### config.mk
export PLATFORM = sky130hd
export DESIGN_NAME = base64_stream_encoder
export DESIGN_NICKNAME = d
export VERILOG_FILES = /design/src/hw/rtl/b64e_pkg.sv /design/src/hw/rtl/b64e_front.sv /design/src/hw/rtl/b64e_queue.sv /design/src/hw/rtl/b64e_back.sv /design/src/hw/rtl/base64_stream_encoder.sv
export SDC_FILE = /design/constraint.sdc
export NUM_CORES = 1
export LEC_CHECK = 0
export BUFFER_PORTS_ARGS = -buffer_cell sky130_fd_sc_hd__buf_4
export CAP_MARGIN = 20
export CORE_MARGIN = 10
export CORE_UTILIZATION = 50
export CTS_CLUSTER_DIAMETER = 100
export DETAILED_ROUTE_END_ITERATION = 8
export PLACE_DENSITY = 0.67
export SETUP_SLACK_MARGIN = 0.5
export SLEW_MARGIN = 20
export SYNTH_ARGS = -nofsm -noshare
export SYNTH_HDL_FRONTEND = slang
export SYNTH_SLANG_ARGS = --single-unit
### constraint.sdc
create_clock -name clk_i -period 5.8 [get_ports clk_i]
set_input_delay 0.58 -clock clk_i [delete_from_list [all_inputs] [get_ports clk_i]]
set_output_delay 0.58 -clock clk_i [all_outputs]
set_load 0.01 [all_outputs]
### src/hw/rtl/b64e_pkg.sv
// ----------------------------------------------------------------------------
// b64e_pkg
// Shared types, character constants and the base64 symbol mapping for the
// streaming base64 encoder.
// ----------------------------------------------------------------------------
`default_nettype none

package b64e_pkg;

  typedef enum logic {
    OpData   = 1'b0,
    OpFinish = 1'b1
  } op_e;

  localparam logic [7:0] PadChar      = 8'h3D;
  localparam logic [7:0] CrChar       = 8'h0D;
  localparam logic [7:0] LfChar       = 8'h0A;
  localparam logic [7:0] LineLimitRst = 8'd60;
  localparam logic [7:0] GroupChars   = 8'd4;

  // Character slots of one job: four symbols, then CR and LF when a break follows.
  localparam logic [2:0] SlotLastSym = 3'd3;
  localparam logic [2:0] SlotCr      = 3'd4;
  localparam logic [2:0] SlotLf      = 3'd5;

  // One unit of work for the back end: four characters, chars[0] goes first.
  typedef struct packed {
    logic [3:0][7:0] chars;
    logic            crlf;
  } job_t;

  // Map a 6-bit value to the standard base64 alphabet.
  function automatic logic [7:0] sym(input logic [5:0] v);
    logic [7:0] s;
    case (v) inside
      [6'd0:6'd25]:  s = 8'h41 + {2'b00, v};
      [6'd26:6'd51]: s = 8'h47 + {2'b00, v};
      [6'd52:6'd61]: s = {2'b00, v} - 8'd4;
      6'd62:         s = 8'h2B;
      default:       s = 8'h2F;
    endcase
    return s;
  endfunction

endpackage

`default_nettype wire

### src/hw/rtl/b64e_front.sv
// ----------------------------------------------------------------------------
// b64e_front
// Accepts bytes and finish beats, holds a partial group, tracks the line
// count and turns each complete group or flushed tail into one job.
// ----------------------------------------------------------------------------
`default_nettype none

module b64e_front import b64e_pkg::*; (
  input  wire logic       clk_i,
  input  wire logic       rst_ni,
  input  wire logic       cfg_valid_i,
  input  wire logic [7:0] cfg_line_limit_i,
  input  wire logic       in_valid_i,
  output logic            in_stall_o,
  input  wire logic [0:0] op_i,
  input  wire logic [7:0] data_byte_i,
  input  wire logic       q_full_i,
  output logic            push_o,
  output job_t            job_o
);

  logic [7:0] limit_q;
  logic [7:0] held0_q, held0_d;
  logic [7:0] held1_q, held1_d;
  logic [1:0] cnt_q, cnt_d;
  logic [7:0] line_q, line_d;

  logic       accept;
  logic       is_finish;
  logic       two_held;
  logic [7:0] b1_tail;
  logic [8:0] sum;
  logic       brk;

  assign in_stall_o = q_full_i;
  assign accept     = in_valid_i && !q_full_i;
  assign is_finish  = (op_e'(op_i) == OpFinish);
  // A count of three never occurs; treat the high bit as "two held".
  assign two_held   = cnt_q[1];
  assign b1_tail    = two_held ? held1_q : 8'h00;
  assign sum        = {1'b0, line_q} + {1'b0, GroupChars};
  assign brk        = (sum >= {1'b0, limit_q});

  always_comb begin
    held0_d = held0_q;
    held1_d = held1_q;
    cnt_d   = cnt_q;
    line_d  = line_q;
    push_o  = 1'b0;
    job_o   = '0;
    if (accept) begin
      if (is_finish) begin
        // Flush a held tail with padding; the tail never breaks the line.
        if (cnt_q != 2'd0) begin
          push_o        = 1'b1;
          job_o.chars[0] = sym(held0_q[7:2]);
          job_o.chars[1] = sym({held0_q[1:0], b1_tail[7:4]});
          job_o.chars[2] = two_held ? sym({b1_tail[3:0], 2'b00}) : PadChar;
          job_o.chars[3] = PadChar;
          job_o.crlf     = 1'b0;
        end
        cnt_d  = 2'd0;
        line_d = 8'd0;
      end else if (!two_held) begin
        if (cnt_q[0]) begin
          held1_d = data_byte_i;
        end else begin
          held0_d = data_byte_i;
        end
        cnt_d = cnt_q + 2'd1;
      end else begin
        push_o         = 1'b1;
        job_o.chars[0] = sym(held0_q[7:2]);
        job_o.chars[1] = sym({held0_q[1:0], held1_q[7:4]});
        job_o.chars[2] = sym({held1_q[3:0], data_byte_i[7:6]});
        job_o.chars[3] = sym(data_byte_i[5:0]);
        job_o.crlf     = brk;
        cnt_d          = 2'd0;
        line_d         = brk ? 8'd0 : sum[7:0];
      end
    end
  end

  always_ff @(posedge clk_i or negedge rst_ni) begin
    if (!rst_ni) begin
      limit_q <= LineLimitRst;
      cnt_q   <= 2'd0;
      line_q  <= 8'd0;
    end else begin
      if (cfg_valid_i) begin
        limit_q <= cfg_line_limit_i;
      end
      cnt_q  <= cnt_d;
      line_q <= line_d;
    end
  end

  always_ff @(posedge clk_i) begin
    held0_q <= held0_d;
    held1_q <= held1_d;
  end

`ifndef SYNTHESIS
  a_cnt_range: assert property (@(posedge clk_i) disable iff (!rst_ni)
    cnt_q != 2'd3)
    else $error("held count reached three");
  a_finish_clears: assert property (@(posedge clk_i) disable iff (!rst_ni)
    accept && is_finish |=> line_q == 8'd0 && cnt_q == 2'd0)
    else $error("finish did not clear counters");
  a_push_on_accept: assert property (@(posedge clk_i) disable iff (!rst_ni)
    push_o |-> accept && (is_finish || two_held))
    else $error("job pushed without a completing beat");
`endif

endmodule

`default_nettype wire

### src/hw/rtl/b64e_queue.sv
// ----------------------------------------------------------------------------
// b64e_queue
// Small job queue between front and back end so each side stalls on its own.
// ----------------------------------------------------------------------------
`default_nettype none

module b64e_queue import b64e_pkg::*; #(
  parameter int unsigned Depth = 2
) (
  input  wire logic clk_i,
  input  wire logic rst_ni,
  input  wire logic push_i,
  input  wire job_t job_i,
  output logic      full_o,
  output logic      valid_o,
  input  wire logic pop_i,
  output job_t      job_o
);

  localparam int unsigned PtrW = (Depth > 1) ? $clog2(Depth) : 1;
  localparam int unsigned CntW = $clog2(Depth + 1);

  job_t            mem_q [Depth];
  logic [PtrW-1:0] wr_q, rd_q;
  logic [CntW-1:0] cnt_q;

  assign full_o  = (cnt_q == CntW'(Depth));
  assign valid_o = (cnt_q != '0);
  assign job_o   = mem_q[rd_q];

  always_ff @(posedge clk_i) begin
    if (push_i) begin
      mem_q[wr_q] <= job_i;
    end
  end

  always_ff @(posedge clk_i or negedge rst_ni) begin
    if (!rst_ni) begin
      wr_q  <= '0;
      rd_q  <= '0;
      cnt_q <= '0;
    end else begin
      if (push_i) begin
        wr_q <= (wr_q == PtrW'(Depth - 1)) ? '0 : wr_q + PtrW'(1);
      end
      if (pop_i) begin
        rd_q <= (rd_q == PtrW'(Depth - 1)) ? '0 : rd_q + PtrW'(1);
      end
      if (push_i && !pop_i) begin
        cnt_q <= cnt_q + CntW'(1);
      end else if (pop_i && !push_i) begin
        cnt_q <= cnt_q - CntW'(1);
      end
    end
  end

`ifndef SYNTHESIS
  a_no_overflow: assert property (@(posedge clk_i) disable iff (!rst_ni)
    push_i |-> !full_o)
    else $error("push into full queue");
  a_no_underflow: assert property (@(posedge clk_i) disable iff (!rst_ni)
    pop_i |-> valid_o)
    else $error("pop from empty queue");
  a_cnt_bound: assert property (@(posedge clk_i) disable iff (!rst_ni)
    cnt_q <= CntW'(Depth))
    else $error("queue count out of range");
`endif

endmodule

`default_nettype wire

### src/hw/rtl/b64e_back.sv
// ----------------------------------------------------------------------------
// b64e_back
// Serializes the head job into characters, one per cycle unless the output stalls,
// into an output register; appends CR LF when the job asks for a line break.
// ----------------------------------------------------------------------------
`default_nettype none

module b64e_back import b64e_pkg::*; (
  input  wire logic clk_i,
  input  wire logic rst_ni,
  input  wire logic q_valid_i,
  input  wire job_t job_i,
  output logic      pop_o,
  output logic      out_valid_o,
  input  wire logic out_stall_i,
  output logic [7:0] out_char_o,
  output logic      last_o
);

  logic [2:0] slot_q;
  logic       valid_q;
  logic [7:0] char_q;
  logic       last_q;

  logic       load;
  logic       final_slot;
  logic [7:0] cur_char;

  assign load       = q_valid_i && (!valid_q || !out_stall_i);
  assign final_slot = job_i.crlf ? (slot_q == SlotLf) : (slot_q == SlotLastSym);
  assign pop_o      = load && final_slot;

  always_comb begin
    case (slot_q)
      SlotCr:  cur_char = CrChar;
      SlotLf:  cur_char = LfChar;
      default: cur_char = job_i.chars[slot_q[1:0]];
    endcase
  end

  always_ff @(posedge clk_i or negedge rst_ni) begin
    if (!rst_ni) begin
      slot_q  <= 3'd0;
      valid_q <= 1'b0;
    end else begin
      if (load) begin
        valid_q <= 1'b1;
        slot_q  <= final_slot ? 3'd0 : slot_q + 3'd1;
      end else if (!out_stall_i) begin
        valid_q <= 1'b0;
      end
    end
  end

  always_ff @(posedge clk_i) begin
    if (load) begin
      char_q <= cur_char;
      last_q <= final_slot;
    end
  end

  assign out_valid_o = valid_q;
  assign out_char_o  = char_q;
  assign last_o      = last_q;

`ifndef SYNTHESIS
  a_slot_range: assert property (@(posedge clk_i) disable iff (!rst_ni)
    slot_q <= SlotLf)
    else $error("slot index out of range");
  a_mid_job_head: assert property (@(posedge clk_i) disable iff (!rst_ni)
    slot_q != 3'd0 |-> q_valid_i)
    else $error("job left the queue before it was finished");
  a_break_slots: assert property (@(posedge clk_i) disable iff (!rst_ni)
    slot_q > SlotLastSym |-> job_i.crlf)
    else $error("line break slot on a job without a break");
`endif

endmodule

`default_nettype wire

### src/hw/rtl/base64_stream_encoder.sv
// ----------------------------------------------------------------------------
// base64_stream_encoder
// Streaming base64 encoder with CR LF line wrapping and padded tail flush.
// ----------------------------------------------------------------------------
// Bytes enter one beat at a time on the input channel (op_i = data) and are
// grouped by three; each completed group becomes four characters of the
// standard base64 alphabet on the output channel, followed by CR LF when the
// running line count plus four reaches line_limit. A finish beat (op_i =
// finish) flushes one or two held bytes as four characters padded with '=',
// never breaks the line and clears the line count. last_o marks the final
// character caused by one input beat. Throughput is one output character
// per clock while the output is not stalled, set by the back-end serializer;
// the input takes a beat every cycle while the job queue has room. A
// completing beat's job is written into the queue, and the back end then
// loads its first character into the output register. Write line_limit
// only while the block is idle; cfg_ready_o is always high.
// ----------------------------------------------------------------------------
`default_nettype none

module base64_stream_encoder import b64e_pkg::*; #(
  parameter int unsigned QueueDepth = 2
) (
  input  wire logic       clk_i,
  input  wire logic       rst_ni,
  // configuration: line_limit write
  input  wire logic       cfg_valid_i,
  output logic            cfg_ready_o,
  input  wire logic [7:0] cfg_line_limit_i,
  // input beats
  input  wire logic       in_valid_i,
  output logic            in_stall_o,
  input  wire logic [0:0] op_i,
  input  wire logic [7:0] data_byte_i,
  // output beats
  output logic            out_valid_o,
  input  wire logic       out_stall_i,
  output logic [7:0]      out_char_o,
  output logic            last_o
);

  logic q_full;
  logic q_valid;
  logic push;
  logic pop;
  job_t job_in;
  job_t job_head;

  // Configuration never waits.
  assign cfg_ready_o = 1'b1;

  // Front: hold partial groups, count line length, build jobs.
  b64e_front u_front (
    .clk_i            (clk_i),
    .rst_ni           (rst_ni),
    .cfg_valid_i      (cfg_valid_i),
    .cfg_line_limit_i (cfg_line_limit_i),
    .in_valid_i       (in_valid_i),
    .in_stall_o       (in_stall_o),
    .op_i             (op_i),
    .data_byte_i      (data_byte_i),
    .q_full_i         (q_full),
    .push_o           (push),
    .job_o            (job_in)
  );

  // Queue: decouple front acceptance from back-end output stalls.
  b64e_queue #(
    .Depth (QueueDepth)
  ) u_queue (
    .clk_i   (clk_i),
    .rst_ni  (rst_ni),
    .push_i  (push),
    .job_i   (job_in),
    .full_o  (q_full),
    .valid_o (q_valid),
    .pop_i   (pop),
    .job_o   (job_head)
  );

  // Back: advance one character per cycle, unless the output stalls, into the output register.
  b64e_back u_back (
    .clk_i       (clk_i),
    .rst_ni      (rst_ni),
    .q_valid_i   (q_valid),
    .job_i       (job_head),
    .pop_o       (pop),
    .out_valid_o (out_valid_o),
    .out_stall_i (out_stall_i),
    .out_char_o  (out_char_o),
    .last_o      (last_o)
  );

endmodule

`default_nettype wire

## Yosys cells after proc, flatten, opt, wreduce, memory -nomap -nowiden

Memory sizes are Yosys's and may differ from the RTL's.
Index checks and enable logic that the tools add are counted.

| word-level totals | value |
|---|---|
| bits of input ports | 22 |
| latch bits | 0 |
| memory bits (read-only) | 0 |
| RAM bits | 66 |
| memories kept | 1 |
| register bits | 51 |
| output and inout bits | 12 |

| operators by class | value |
|---|---|
| bitwise logic cells | 3 |
| reduce and logical (&&, ||, !) cells | 36 |
| div/mod/pow operators | 0 |
| muxes and demuxes | 51 |
| equality and inequality tests | 10 |
| add/sub/neg operators | 25 |
| multipliers | 0 |
| magnitude comparators | 38 |
| shifts and indexed selects | 0 |

Memories:

| memory | depth | width | rd ports | clocked after memory_dff | write ports | line | RTL |
|---|---|---|---|---|---|---|---|
| u_queue.mem_q | 2 | 33 | 1 | 0 | 1 | b64e_queue.sv:23 | `job_t mem_q [Depth];` |

Operator list:

| cell | number |
|---|---|
| 8-bit 2-to-1 mux | 24 |
| 33-bit 2-to-1 mux | 3 |
| 7-bit by 6-bit adder with 8-bit output, first input constant | 12 |
| 6-bit <= comparator, second input constant | 12 |
| 6-bit by 3-bit subtractor with 7-bit output, second input constant | 6 |
| 6-bit by 1-bit greater-or-equal comparator with 1-bit output, second input constant | 6 |
| 6-bit by 5-bit greater-or-equal comparator with 1-bit output, second input constant | 6 |
| 6-bit greater-or-equal comparator, second input constant | 6 |
| 6-bit by 5-bit <= comparator with 1-bit output, second input constant | 6 |
| 31-bit 2-to-1 mux | 1 |
| 6-bit equality test, second input constant | 5 |
| 1-bit logical AND | 23 |
| 3-bit 2-to-1 mux | 6 |
| 8-bit binary-select mux with 2-bit select | 1 |
| 8-bit case mux with 2 select lines | 1 |
| 1-bit 2-to-1 mux | 11 |
| 8-bit by 3-bit adder with 9-bit output, second input constant | 1 |
| 9-bit by 8-bit greater-or-equal comparator with 1-bit output | 1 |
| 2-bit 2-to-1 mux | 4 |
| 4-bit AND reduction | 2 |
| 2-bit nonzero test | 4 |
| 3-bit equality test, second input constant | 2 |
| 1-bit logical NOT | 5 |
| 2-bit by 1-bit adder with 2-bit output, second input constant | 2 |
| other kinds (10) | 13 |

## Logic depth before layout (Yosys ltp)

Gate-level depths: netlist of run 1.

| depth | value |
|---|---|
| depth in word-level cells | 10 |
| depth in mapped cells | 11 |
| depth with buffers taken out | 10 |

## Modules after synthesis

Synthesis of run 1 repeated with hierarchy kept, for this count alone.

| second synthesis, totals | value |
|---|---|
| cell total of the unflattened synthesis | 690 |
| area total of the unflattened synthesis | 7578.5 µm² |

By module, submodules not included:

| module | area an instance (µm²) | instances | cells an instance | sequential area each (µm²) |
|---|---|---|---|---|
| b64e_front | 4030.1 | 1 | 507 | 885.8 |
| b64e_queue | 2722.6 | 1 | 119 | 2082.0 |
| b64e_back | 814.5 | 1 | 62 | 370.4 |
| base64_stream_encoder | 11.3 | 1 | 2 | 0.0 |

## Worst setup path before layout of run 1

No wires, ideal clock.

| timing path | value |
|---|---|
| path type | input -> register |
| start point | in in_valid_i |
| end point | mem u_queue.mem_q[0][0] in the netlist's numbering (enable) |
| data arrival time | 2.454 ns |
| library setup time | 0.423 ns |
| slack | 2.923 ns |
| cell stages on the path | 4 |
| cell sequence | and2_2 -> nand2b_1 -> clkbuf_1 -> nor2_1 |

| on the way | value |
|---|---|
| longest elaborated chain between the ends | 4 |

Ends and longest elaborated chain:

| what | line | RTL |
|---|---|---|
| start: declaration | base64_stream_encoder.sv:30 | `input wire logic in_valid_i,` |
| 1-bit logical AND | b64e_front.sv:36 | `assign accept = in_valid_i && !q_full_i;` |
| 1-bit 2-to-1 mux | b64e_front.sv:51 | `if (accept) begin` |
| 1-bit 2-to-1 mux | b64e_queue.sv:32 | `if (push_i) begin` |
| 1-bit 2-to-1 mux (implied by the code) | b64e_queue.sv:33 | `mem_q[wr_q] <= job_i;` |
| end: declaration | b64e_queue.sv:23 |  |

Every way passes these cells.

==> results of run 1 <==
## state kept, by name, indices dropped and copies added (netlist names), 2 cells and up
name and flops:
u_back.out_char_o 8, u_front.cnt_q 2, u_front.limit_q 8, u_front.held0_q 8, u_queue.mem_q 66, u_queue.cnt_q 2, u_back.slot_q 3, u_front.line_q 6
u_front.held1_q 8
## synthesized netlist by cell type, drive strengths merged, types with 15 or more instances
master / count
inv: 49
edfxtp: 91
o21ai: 42
mux4: 16
nand2: 86
a31oi: 15
a21oi: 35
xnor2: 21
nor2: 43
nor3: 16
ha: 62
dfrtp: 20
## per-stage QoR
stage,utilization,setup WS (ns),total power [W]
2_1_floorplan,-,2.92,0.00193
3_3_place_gp,0.532,2.88,0.00222
3_5_place_dp,0.532,2.74,0.00225
4_1_cts,0.574,2.71,0.00330
5_1_grt,0.574,2.47,0.00347
6_report,0.574,2.68,0.00329
## power by group
group	switching, W	internal, W
combinational	0.000578	0.000424
clock	0.000369	0.000676
sequential	0.000144	0.00110
total	0.00109	0.00220
## cells by family after synthesis
kind of cell,count (synthesis),synth area share
buffers and inverters,78,0.0462
muxes,23,0.0591
DFF,115,0.455
and+or+nand+nor,196,0.121
other,1,0.000511
xor gates and xnor gates,31,0.0370
AOI/OAI and AO/OA,183,0.176
adders and majority gates,62,0.106
## worst reg2reg max path, delay by kind of cell (launching register included)
kind	cells	cell delay, ns
buffers and inverters	1	0.17
AOI/OAI and AO/OA	3	0.92
adders and majority gates	1	0.28
DFF	1	0.81
and+or+nand+nor	3	0.66
## final cells by class
cell class,instances,area [µm²]
inverters,50,189
clock buffers,17,425
flip-flops and latches,115,3340
clock inverters,15,180
repair buffers,36,270
fillers,1212,6170
well taps,184,230
multi-input cells,496,3670
## layer usage
metal  GRT usage  part of all wire  up-vias
li1            -                 -     2628
met4      0.0592             0.022        0
met2       0.276              0.46      189
met3      0.0514             0.067       30
met1       0.239              0.45     2629
met5           0                 0        -
## path summary, 6_finish.rpt
| path | from | slack [ns] | end |
|---|---|---|---|
| max | u_front.cnt_q[1] | 2.68 | u_queue.mem_q[0][16] |
| min in group clk_i | cfg_line_limit_i[7] | 0.37 | u_front.limit_q[7] |
| min reg2reg | u_back.out_valid_o | 0.50 | u_back.out_valid_o |
| max in group asynchronous | rst_ni | 5.41 | u_front.limit_q[2] |
| max reg2reg | u_front.cnt_q[1] | 2.68 | u_queue.mem_q[0][16] |
| min | rst_ni | 0.08 | u_back.slot_q[2] |
==> impl.org, run 1 <==
** Power and ir drop
- VDD IR-drop max :: 0.241 mV
- For this design the ratio of total power to cell area is 396 nW/µm².
- In this run the static leakage power is 3.31 nW.

** Worst setup path
- Family with the most delay on the worst path :: compound AO/OA/AOI/OAI gates
- The setup path with the least slack is of type reg -> reg.
- Req. time, crit path :: 5.93 ns
- Worst Reg-to-Reg Cells :: 8
- For this run, the slowest stage of the critical path takes 0.81 ns.
- The worst setup path is launched from a flip-flop.
- Buffers & Inverters on Critical Path :: 1
- The slowest stage of the critical path is the sky130_fd_sc_hd__dfrtp_1 cell.
- Path length in cells of the critical path :: 8
- Data arrival at the endpoint of the critical path :: 3.25 ns
- Along the worst path, the maximum fanout reaches 22.
- Traced cell by cell, the critical path runs through nand2_1 > inv_1 > ha_1 > o21ai_0 > o21ai_1 > and2_1 > nor2_1 > a2111oi_1.
- Worst Setup End Kind :: flip-flop

** Timing
- Setup TNS :: 0 ns
- Number of hold violations in the final report :: 0
- Worst-case hold slack :: 0.0838 ns
- Measured against its own limit, the worst slew margin works out to 0.440.
- The number of max-slew violations in the final report came to 0.
- Setup repair after global routing left no endpoint under its margin.
- Based on the critical path, the design can be clocked at up to 0.320 GHz.
- Dividing the final minimum period by the clock period gives 0.538.
- On the final layout, the worst clock skew is 0.00919 ns.
- At the pin with the least slew margin, the transition time is 0.840 ns.
- For the finished layout, the period the worst path requires is 3.12 ns.
- Setup violations remaining at the end of the flow were counted as 0.

** Placement
- In this run, placement finished with an instance count of 881.
- Buffers placed on the I/O ports in this run total 32.
- Post-detailed-placement half-perimeter wirelength :: 13200 µm
- Once placement finished, the instance area stood at 7700 µm².
- RePlAce Congestion :: 0.911

** Logic synthesis
- Synthesis handed over a netlist of 689 instances.
- Library cell occupying the most area in the post-synthesis netlist :: sky130_fd_sc_hd__edfxtp_1
- Synthesis produced a netlist with a net count of 773.
- Main synth FF type :: sky130_fd_sc_hd__edfxtp_1
- Each instance of the synthesized netlist takes up on average 10.7 µm².
- Summing every instance area after synthesis gives 7340 µm².
- Biggest area contributors in the synthesized netlist :: sky130_fd_sc_hd__edfxtp_1 (37%), sky130_fd_sc_hd__ha_1 (11%), sky130_fd_sc_hd__dfrtp_1 (6.8%)
- Yosys mapped a number of flops with a built-in enable equal to 91.
- The share of synthesized area in the top cell type comes to 0.372.
- Total of flip-flops plus latches after synthesis :: 115
- Async set-or-reset flop fraction in the synthesized netlist :: 0.209
- Warnings, synthesis :: 0
- Part of the Yosys area used for sequential elements :: 0.455
- Count of different cell masters after synthesis :: 82

** Global route
- Number of antenna violations at the first check in global routing :: 0
- GR Util All Layers :: 0.180
- The via count of the first global-routing pass came to 5458.
- Entering global routing, the biggest net connects 34 pins.
- Wire length of the first global-routing pass :: 28600 µm
- GRT Residual Overflow :: 0

** Finish
- The net count of the finished layout is 800.
- The finished cells cover 8310 µm².
- Area grow syn2layout :: 13.1%
- Most common library cell in the layout ignoring fill and taps :: sky130_fd_sc_hd__edfxtp_1
- Layout cells sized above 1 :: 0.156
- Commonest cells after routing, fill and taps aside :: sky130_fd_sc_hd__edfxtp_1 (91), sky130_fd_sc_hd__nand2_1 (86), sky130_fd_sc_hd__ha_1 (62), sky130_fd_sc_hd__inv_1 (41), sky130_fd_sc_hd__nor2_1 (41)
- Final instance count without filler cells :: 913
- The number of antenna diodes in the final layout is 0.

** Routing
- DRC errors left :: 0
- Vias per Instance :: 6.00
- The detailed router placed 5476 vias in this run.
- For this block, the routed nets add up to 17900 µm of wire.
- Initial DRC Count :: 742
- In the final routed layout, each cell accounts on average for 19.6 µm.
- Antenna-violating nets left :: 0
- Number of iterations in the first detailed-routing pass :: 5

** Clocking
- The later pin in the worst-skew pair is clocked with a latency of 0.41 ns.
- After clock tree synthesis, the clock-pin slew on the worst setup and hold paths is 0.05 ns.
- Hold repair after CTS inserted 0 buffers.
- The H-tree was split into 4 levels.
- Once the clock tree was built, the resizer swapped 0 gates to a different size.
- The clock passes through at most 2 buffers.
- Number of buffers added for setup after CTS :: 0
- The clock drives 115 sinks.
- TritonCTS built the clock tree.
- In this run, CTS created clock tree buffers numbering 17.
- The cell sitting at the root of the clock tree is a sky130_fd_sc_hd__clkbuf_16.

** Die
- CORE AREA :: 14500 µm²
- Placement Rows :: 44
- Vertical die dimension :: 141 µm
- Count of pins on the block boundary :: 34
- The initial utilization of the core area, before any placement, comes to 0.507.
- Die area :: 19900 µm²
- In this run the horizontal extent of the chip is 141 µm.

** Hold path
- The path class of the tightest hold or removal check is in -> async.

** Run status
- Result of the run :: completed

** Job
- Max cap viols :: 0
No activity file was read; power rests on OpenSTA's default activity.
==> inputs of run 2 (changes only) <==
- clock period: 5.8 -> 3.3 ns (I/O delays scaled with it)
==> impl.org, run 2 (synthesized netlist as in run 1, its figures left out) <==
** Clocking
- The H-tree depth is 4 (unchanged).
- Insertion delay to the later sink of the worst-skew pair :: 0.41 ns (about the same)
- The number of buffers created by CTS was 17 (unchanged).
- The TritonCTS clock tree is done (unchanged).
- Clock tree buffer depth :: 2 (unchanged)
- Clock tree root buffer cell :: sky130_fd_sc_hd__clkbuf_16 (unchanged)
- Clock net sink count :: 115 (unchanged)
- Clock input transition at the sequential cells of the worst setup and hold paths :: 0.06 ns (was 0.05 ns)

** Placement
- Post-detailed-placement half-perimeter wirelength :: 13200 µm (about the same)
- RePlAce Congestion :: 0.997 (was 0.911)
- Number of cells after detailed placement :: 885 (was 881)
- The number of buffer cells added on primary ports was 32 (unchanged).

** Die
- Vertical die dimension :: 141 µm (unchanged)
- Starting Density :: 0.507 (unchanged)
- The number of core rows is 44 (unchanged).
- The core area came to 14500 µm² (unchanged).
- Die area :: 19900 µm² (unchanged)
- Count of pins on the block boundary :: 34 (unchanged)
- Die X :: 141 µm (unchanged)

** Routing
- DRC errors left :: 0 (unchanged)
- The number of violations reported at the end of detailed-routing iteration 0 came to 570 (was 742).
- Met2 Routed Length :: 8410 µm (was 8270 µm)
- Number of iterations in the first detailed-routing pass :: 5 (unchanged)
- Wire length per cell :: 19.5 µm (was 19.6 µm)
- Total wirelength of the detailed-routed design :: 18000 µm (was 17900 µm)
- The highest metal layer with signal wires is met4 (unchanged).
- The wire length on met1 is 8100 µm (was 8080 µm).
- The via total after detailed routing is 5629 (was 5476).
- Met3 wire length :: 1190 µm (was 1200 µm)
- The via count normalized by instance count was 6.11 (was 6.00).
- The final antenna-violating net count came to 0 (unchanged).

** Timing
- The achievable clock frequency was 0.380 GHz (was 0.320 GHz).
- Number of hold violations in the final report :: 0 (unchanged)
- The slew at the pin closest to its max-slew limit is 0.778 ns (was 0.840 ns).
- The setup total negative slack came to 0 ns (unchanged).
- The shortest period the worst path allows came to 2.63 ns (was 3.12 ns).
- Relative max-transition margin :: 0.468 (was 0.440)
- The final setup violation count was 0 (unchanged).
- The worst-case hold slack came to 0.124 ns (was 0.0838 ns).
- Unrepaired setup endpoints after global routing: no (unchanged).
- The number of max-slew violations in the final report came to 0 (unchanged).
- Clock Skew :: 0.00677 ns (was 0.00919 ns)
- The post-route clock period utilization came to 0.797 (was 0.538).

** Finish
- The utilization of the core after routing came to 0.580 (was 0.574).
- Most common library cell in the layout ignoring fill and taps :: sky130_fd_sc_hd__edfxtp_1 (unchanged)
- Layout cells sized above 1 :: 0.167 (was 0.156)
- The flip-flop count of the largest register, all copies and words added was 66 (unchanged).
- The signed area change from the synthesized netlist to the final layout was 14.3% (was 13.1%).
- The number of diodes added for antenna fixing was 0 (unchanged).
- The register area is 3340 µm² (unchanged).
- The count of filler cells inserted in the layout came to 1189 (was 1212).
- The count of placed standard cells in the final layout, fillers left out is 922 (was 913).
- The area of combinational cells with multiple inputs came to 3680 µm² (was 3670 µm²).
- Final-stage net count :: 809 (was 800)
- Commonest cells after routing, fill and taps aside :: sky130_fd_sc_hd__edfxtp_1 (91), sky130_fd_sc_hd__nand2_1 (86), sky130_fd_sc_hd__ha_1 (62), sky130_fd_sc_hd__buf_4 (44) (was sky130_fd_sc_hd__edfxtp_1 (91), sky130_fd_sc_hd__nand2_1 (86), sky130_fd_sc_hd__ha_1 (62), sky130_fd_sc_hd__inv_1 (41), sky130_fd_sc_hd__nor2_1 (41))
- The largest register by flop count was u_queue.mem_q (unchanged).

** Worst setup path
- Kind of start point of the critical path :: flip-flop (unchanged)
- The arrival time at the worst endpoint was 2.76 ns (was 3.25 ns).
- The cell count of the worst reg-to-reg path was 7 (was 8).
- Req. time, crit path :: 3.43 ns (was 5.93 ns)
- The largest driver fanout on the critical path was 10 (was 22).
- The critical register-to-register path endpoint is u_queue.mem_q[1][17] (was u_queue.mem_q[0][16]).
- The category of the critical setup timing path is reg -> reg (unchanged).
- R2R setup slack :: 0.67 ns (was 2.68 ns)
- The reg-to-reg critical path startpoint is u_front.held1_q[0] (was u_front.cnt_q[1]).
- Worst Setup End Kind :: flip-flop (unchanged)

** Job
- Max cap viols :: 0 (unchanged)

** Global route
- The via count of the first global-routing pass was 5499 (was 5458).
- GR Util All Layers :: 0.183 (was 0.180)
- The global route total overflow is 0 (unchanged).
- The number of antenna violations at the first check in global routing came to 0 (unchanged).
- Wire length of the first global-routing pass :: 29100 µm (was 28600 µm)
- The pin count of the biggest net entering global routing came to 34 (unchanged).

** Power and ir drop
- The largest voltage drop on the vdd net is 0.439 mV (was 0.241 mV).
- Leak pwr :: 3.36 nW (was 3.31 nW)
- The power per unit of standard cell area is 701 nW/µm² (was 396 nW/µm²).

** Hold path
- The worst hold path begins at cfg_line_limit_i[7].
- Endpoint, Worst Hold :: u_front.limit_q[7]
- Worst Hold Depth :: 3
- Hold WC Path Type :: in -> reg (was in -> async)

** Run status
- Result of the run :: completed (unchanged)
[run 2: layout make-up]
class                      instances  area share
multi-input combinational        496       0.439
sequential                       115       0.398
clock buffer                      18      0.0511
timing repair buffer              45      0.0405
tap                              184      0.0274
inverter                          50      0.0225
clock inverter                    14      0.0222
[run 2: timing repair]
item	in CTS	in global routing
hold buffers	1	0
resized for setup	1	1
setup endpoints to repair	3	6
buffers inserted	2	2
endpoints found under the hold margin	20	0
[run 2: power breakdown]
part	internal, W	switching [W]	total, W
registers	0.00193	0.000170	0.00210
clock network	0.00126	0.000651	0.00191
logic	0.000767	0.00111	0.00188
[run 2: stage by stage]
| step | total power, W | instance area (µm²) | setup WS (ns) |
|---|---|---|---|
| after CTS | 0.00590 | 8380 | 0.619 |
| final | 0.00589 | 8400 | 0.669 |
| after global placement | 0.00394 | 7730 | 0.440 |
| after floorplan | 0.00339 | 7340 | 0.448 |
| after global routing | 0.00620 | 8400 | 0.515 |
| after detailed placement | 0.00398 | 7730 | 0.310 |
[run 2: routing by layer]
| layer | up-vias | GRT usage |
|---|---|---|
| met5 | - | 0 |
| met4 | 0 | 0.0533 |
| met3 | 29 | 0.0511 |
| met2 | 222 | 0.280 |
| met1 | 2739 | 0.246 |
| li1 | 2639 | - |
[run 2: how the worst max path moves through the flow]
stage	start	end	slack, ns	cells after the start
5_1_grt	u_front.held1_q[7]	u_queue.mem_q[0][16]	0.52	8
2_1_floorplan	u_queue.cnt_q[0]	u_queue.mem_q[0][0]	0.45	5
3_5_place_dp	u_front.held1_q[6]	u_queue.mem_q[1][16]	0.31	8
3_3_place_gp	u_front.held1_q[6]	u_queue.mem_q[1][16]	0.44	8
6_report	u_front.held1_q[0]	u_queue.mem_q[1][17]	0.67	7
4_1_cts	u_front.held1_q[4]	u_queue.mem_q[0][12]	0.62	8
[run 2: worst max-delay path, stage by stage (launching register included)]
cell and delay (ns):
sky130_fd_sc_hd__edfxtp_1 0.55, sky130_fd_sc_hd__inv_1 0.19, sky130_fd_sc_hd__ha_1 0.27, sky130_fd_sc_hd__a21o_1 0.22
sky130_fd_sc_hd__a31oi_1 0.51, sky130_fd_sc_hd__nor3_1 0.10, sky130_fd_sc_hd__o311ai_1 0.33, sky130_fd_sc_hd__a21oi_1 0.17
